### config.mk
export PLATFORM = sky130hd
export DESIGN_NAME = sgi_div
export DESIGN_NICKNAME = d
export VERILOG_FILES = /design/src/hw/rtl/sgi_pkg.sv /design/src/hw/rtl/sgi_div.sv
export SDC_FILE = /design/constraint.sdc
export NUM_CORES = 2
export LEC_CHECK = 0
export ABC_CLOCK_PERIOD_IN_PS = 20500
export BUFFER_PORTS_ARGS = -buffer_cell sky130_fd_sc_hd__buf_2
export CORE_UTILIZATION = 60
export DETAILED_ROUTE_END_ITERATION = 8
export HOLD_SLACK_MARGIN = 0.15
export MAX_ROUTING_LAYER = met4
export PLACE_DENSITY = 0.77
export SYNTH_ARGS = -nofsm -noshare
export SYNTH_HDL_FRONTEND = slang
export SYNTH_SLANG_ARGS = --single-unit
### constraint.sdc
create_clock -name aclk -period 20.5 [get_ports aclk]
set_clock_uncertainty 0.15 [all_clocks]
set_input_delay 1.025 -clock aclk [delete_from_list [all_inputs] [get_ports aclk]]
set_output_delay 1.025 -clock aclk [all_outputs]
set_load 0.005 [all_outputs]
### src/hw/rtl/sgi_pkg.sv
// Shared types and constants for the segment intersection pipeline.
// No dependencies; used by all sgi modules and the top level.
package sgi_pkg;

    localparam int COORD_W  = 16;
    localparam int DIFF_W   = COORD_W + 1;
    localparam int PROD_W   = 2 * DIFF_W;
    localparam int CROSS_W  = PROD_W + 1;
    localparam int PLACE_W  = CROSS_W + DIFF_W;
    localparam int QUO_W    = COORD_W + 2;
    localparam int DIV_W    = PLACE_W + 4;
    localparam int SUM_W    = QUO_W + 2;
    localparam int DIV_LAT  = QUO_W + 1;
    localparam int IN_W     = 8 * COORD_W;
    localparam int OUT_W    = 40;
    localparam int USER_W   = 2;

    localparam logic [1:0] CASE_SHARED   = 2'd0;
    localparam logic [1:0] CASE_CROSS    = 2'd1;
    localparam logic [1:0] CASE_PARALLEL = 2'd2;

    typedef struct packed {
        logic                       valid;
        logic [1:0]                 code;
        logic                       hit;
        logic signed [COORD_W-1:0]  base_x;
        logic signed [COORD_W-1:0]  base_y;
        logic signed [COORD_W-1:0]  alt_x;
        logic signed [COORD_W-1:0]  alt_y;
    } meta_t;

endpackage

### src/hw/rtl/sgi_div.sv
// One divider lane: rounded quotient |p|/|d| by restoring steps, one bit per stage.
// Depends on sgi_pkg.
module sgi_div (
    input  logic                               aclk,
    input  logic                               en,
    input  logic signed [sgi_pkg::PLACE_W-1:0] p_in,
    input  logic signed [sgi_pkg::CROSS_W-1:0] d_in,
    output logic [sgi_pkg::QUO_W-1:0]          q_out,
    output logic                               neg_out,
    output logic                               ovf_out
);
    localparam int QW = sgi_pkg::QUO_W;
    localparam int VW = sgi_pkg::DIV_W;
    localparam int LW = sgi_pkg::PLACE_W;
    localparam int XW = sgi_pkg::CROSS_W;

    logic [LW-1:0] mag_p;
    logic [XW-1:0] mag_d;
    logic [VW-1:0] num, den;

    logic [VW-1:0] r_reg   [0:QW];
    logic [VW-1:0] b_reg   [0:QW];
    logic [QW-1:0] q_reg   [0:QW];
    logic          neg_reg [0:QW];
    logic          ovf_reg [0:QW];

    assign mag_p = p_in[LW-1] ? LW'(-p_in) : LW'(p_in);
    assign mag_d = d_in[XW-1] ? XW'(-d_in) : XW'(d_in);
    assign num   = (VW'(mag_p) << 1) + VW'(mag_d);
    assign den   = VW'(mag_d) << 1;

    always_ff @(posedge aclk) begin
        if (en) begin
            r_reg[0]   <= num;
            b_reg[0]   <= den;
            q_reg[0]   <= '0;
            neg_reg[0] <= p_in[LW-1] ^ d_in[XW-1];
            ovf_reg[0] <= num >= (den << QW);
            for (int k = 0; k < QW; k++) begin
                b_reg[k+1]   <= b_reg[k];
                neg_reg[k+1] <= neg_reg[k];
                ovf_reg[k+1] <= ovf_reg[k];
                if (r_reg[k] >= (b_reg[k] << (QW-1-k))) begin
                    r_reg[k+1] <= r_reg[k] - (b_reg[k] << (QW-1-k));
                    q_reg[k+1] <= q_reg[k] | (QW'(1) << (QW-1-k));
                end else begin
                    r_reg[k+1] <= r_reg[k];
                    q_reg[k+1] <= q_reg[k];
                end
            end
        end
    end

    assign q_out   = q_reg[QW];
    assign neg_out = neg_reg[QW];
    assign ovf_out = ovf_reg[QW];

endmodule

# Word-level counts from Yosys, hierarchy flattened
# Memories as Yosys holds them, arrays and structs flattened.
# Cells that the tools add are included.
[totals]
reg_bits = 0
mem_bits_rw = 2508
inputBits = 89
out_inout_bits = 20
word_cells = 230
mem_count = 5
[mem_list]
columns = ["memory", "words", "width", "rd", "rd_ports_with_merged_regs", "write_ports", "line", "source"]
rows = [
  ["b_reg", 19, 56, 18, 0, 19, "sgi_div.sv:22", "logic [VW-1:0] b_reg [0:QW];"],
  ["r_reg", 19, 56, 18, 0, 19, "sgi_div.sv:21", "logic [VW-1:0] r_reg [0:QW];"],
  ["q_reg", 19, 18, 19, 0, 19, "sgi_div.sv:23", "logic [QW-1:0] q_reg [0:QW];"],
  ["neg_reg", 19, 1, 19, 0, 19, "sgi_div.sv:24", "logic neg_reg [0:QW];"],
  ["ovf_reg", 19, 1, 19, 0, 19, "sgi_div.sv:25", "logic ovf_reg [0:QW];"],
]
[classes]
n_addsub = 21
magnitude_cmp = 19
muxes = 148
n_bitwise = 37
[op_table]
columns = ["cell", "count"]
rows = [
  ["$ge A56 B56 Y1", 18],
  ["$mux W56", 18],
  ["$sub A56 B56 Y56", 18],
  ["$mux W18", 18],
  ["$mux W1", 110],
  ["$add A53 B35 Y54", 1],
  ["$ge A54 B54 Y1", 1],
  ["$mux W52", 1],
  ["$neg A52 Y52", 1],
  ["$or A1 B1 Y1", 36],
  ["$mux W35", 1],
  ["$neg A35 Y35", 1],
  ["$xor A1 B1 Y1", 1],
]

# Depth between registers and ports, before layout
# An unclocked memory read counts as a cell.
[logic_depth]
ltp_word = 6
ltp_mapped = 29

# Worst setup path before layout
# No wires, ideal clock.
[synth_path]
path_kind = "input -> register"
startpoint = "input port d_in[1] in the netlist's numbering"
endpoint = "memory ovf_reg[0] (data pin)"
setup_ps = 259
arrival_time_ps = 7504
path_slack_ps = 12587
cell_stages = 26
path_buffers = 0
cell_sequence = "or4_1 -> or3_1 -> or4_1 -> o41ai_1 -> xor2_1 -> inv_1 -> ha_1 -> a21o_1 -> a21oi_1 -> a21oi_1 -> nand2_1 -> o21ai_0 -> a211oi_1 -> a2111oi_0 -> nor4_1 -> o31ai_2 -> or4b_1 -> xor2_1 -> ha_1 -> a21o_1 -> a21o_1 -> a21oi_1 -> o21ai_0 -> maj3_2 -> and4_1 -> a211o_1"
[synth_lines]
columns = ["item", "line", "source"]
rows = [
  ["start: declaration", "sgi_div.sv:7", "input logic signed [sgi_pkg::CROSS_W-1:0] d_in,"],
  ["end: declaration", "sgi_div.sv:25", ""],
]

==> metrics.yaml <==
clocking:
  h-tree-depth: 4
  clk-insertion-delay-late_ps: 840
  cts_buffers: 193
  cts_tree: "yes"
  post_cts_resized: 0
  cts_buffer_depth: 3
  postCtsSetupRepairBufs: 0
  clk_pin_slew_worst_paths_ps: 60
  postCtsHoldBufs: 0
  clock-sinks: 1844
  clockRootBuffer: "clkbuf_16"
sta:
  drv_slew: 0
  holdWs_ps: 247
  post-route-period-util_pct: 43.9
  fin_tns_setup_ps: 0
  setup_viol: 0
  hold_viol_final: 0
  slew-limit-headroom_pct: 4.14
  fin_crit_ps: 9010
  fmax_mhz: 111
  worstMarginPinSlew_ps: 1430
  rsz0062_at_grt: "no"
synth:
  syn_area_um2: 104000
  synth-xor-area-share_pct: 6.73
  synth.avg_cell_area_um2: 10.9
  synth_top_family_by_area: "compound AO/OA/AOI/OAI gates"
  synth-async-reset-ratio_pct: 0
  yosysWarnings: 0
  synthDistinctLibCells: 96
  synthSimpleGateAreaFrac_pct: 12.0
  synth_ff_type: "edfxtp_1"
  synth.area.mux_share_pct: 0.643
  synth_cells: 9504
  synth_seq_area_share_pct: 53.3
  synth_edf_count: 1844
  yosys_register_bits: 1844
  synth_fa_ha_area_share_pct: 8.75
  synth_compound_area_share_pct: 14.5
drt:
  routed_via_density: 5.95
  routedWlPerCell_um: 20.5
  ant_nets: 0
  vias: 72100
  drc: 0
  wl_mm: 248
  drtIter0Drc: 4800
  drtPass1Iterations: 7
global_route:
  grt_pass1_wl_mm: 384
  grtUsageTotal_pct: 29.0
  grt_max_degree: 166
  grt_pass1_vias: 73200
  overflow: 0
  antenna_found_initial: 1
placed_design:
  place_inst: 11700
  port_buffers: 108
  dp_hpwl_mm: 192
  gp_congestion: 0.997
cells_and_area:
  largest_reg_flops: 1006
  stdcell_count: 12100
  multi_input_comb_area_um2: 44500
  fin_nets: 10400
  area_growth_pct: 9.20
  n_fill_cell: 12700
  fin_util_pct: 66.0
  drive_gt1_share_pct: 6.36
  regArea_um2: 55400
critical_path:
  crit_type: "in2reg"
  endpoint_kind: "flip-flop"
  cp.arrival_ps: 9440
  startpoint_type: "input pin"
  cp_data_required_time_ps: 20940
  critPathMaxFanout: 8
die:
  io_pins: 109
  core_um2: 172000
  dieArea_um2: 175000
  dieWidth_um: 418
  start_util_pct: 60.5
  row_count: 152
  fp.dieH_um: 418
job:
  cap_violations: 0
pwr:
  p_total_mw: 15.8
  cellPowerDensity_nw_per_um2: 139
  leakagePower_nw: 45.0
  peakVddDrop_v: 0.0000845
hold_path:
  hp-class: "reg2reg"
run_status:
  status: "completed"
==> synthesized netlist by cell type, types with 125 or more instances <==
cell type | number | share of area, %
nand2_1 | 823 | 3.0
inv_1 | 875 | 3.2
a21oi_1 | 657 | 3.2
ha_1 | 694 | 8.4
nor3_1 | 193 | 0.93
o21ai_0 | 695 | 3.3
a21o_1 | 372 | 2.7
xor2_1 | 356 | 3.0
xnor2_1 | 439 | 3.7
nand3_1 | 155 | 0.75
clkbuf_1 | 198 | 0.71
nand2b_1 | 125 | 0.75
edfxtp_1 | 1844 | 53
nor2_1 | 553 | 2.0
==> critical path, cell delays in order <==
cell and delay [ps]:
buf_2 140, or4_1 680, or3_1 570, or4_1 530, o41ai_1 330, xor2_1 380
inv_1 180, ha_1 410, a21o_1 160, a21oi_1 60, a21oi_1 220, nand2_1 120
o21ai_0 390, a211oi_1 230, a2111oi_0 710, nor4_1 200, o31ai_2 720, or4b_1 520
xor2_1 170, ha_1 300, a21o_1 180, a21o_1 170, a21oi_1 130, o21ai_0 110
maj3_2 320, and4_1 200, a211o_1 270
==> where the power goes <==
part / total [mW] / switching [mW] / internal [mW]
Sequential: 5.94 / 0.518 / 5.42
Combinational: 6.29 / 3.64 / 2.65
Clock: 3.53 / 1.48 / 2.04
Total: 15.8 / 5.65 / 10.1
==> layout make-up <==
class	instances	area share, %
flip-flops and latches	1844	48.8
multi-input cells	6546	39.2
clock buffers	224	4.36
inverters	876	2.90
well taps	2310	2.55
clock inverters	136	1.28
repair buffers	173	0.952
diodes	1	0.00220
==> cell usage in the layout (no fill, tap or decap), types with 193 or more instances in the layout <==
master and instances:
a21o_1 372, a21oi_1 656, clkbuf_16 193, edfxtp_1 1844
ha_1 694, inv_1 874, nand2_1 822, nor2_1 553
nor3_1 193, o21ai_0 695, xnor2_1 439, xor2_1 356
==> logic make-up after synthesis <==
group / Yosys count
other: 1
flip-flops: 1844
AO/OA/AOI/OAI: 2417
multiplexers: 60
adder cells (fa/ha/maj): 717
buffers and inverters: 1115
AND/OR/NAND/NOR: 2553
XOR/XNOR: 797
==> per-stage QoR <==
step,setup WS (ps),area (um^2)
finish,11490,114000
global route,11030,114000
CTS,11420,114000
detailed placement,10520,107000
global placement,10400,107000
floorplan,12590,104000
==> per-layer routing <==
metal  part of all wire [%]  global-route usage (%)
met1                     34                    26.6
met2                     55                    55.6
met3                    3.3                    3.27
met5                      0                       -
met4                    7.4                    19.3
==> final timing paths <==
kind / start / endpoint / slack (ps) / depth (start not counted)
max: d_in[0] / ovf_reg[0] / 11490 / 27
min: q_reg[4][25] / q_reg[4][43] / 250 / 0
max reg2reg: b_reg[12][4] / r_reg[3][106] / 14960 / 14
min reg2reg: q_reg[4][25] / q_reg[4][43] / 250 / 0
Note: power is estimated with default switching activity, not from simulation.
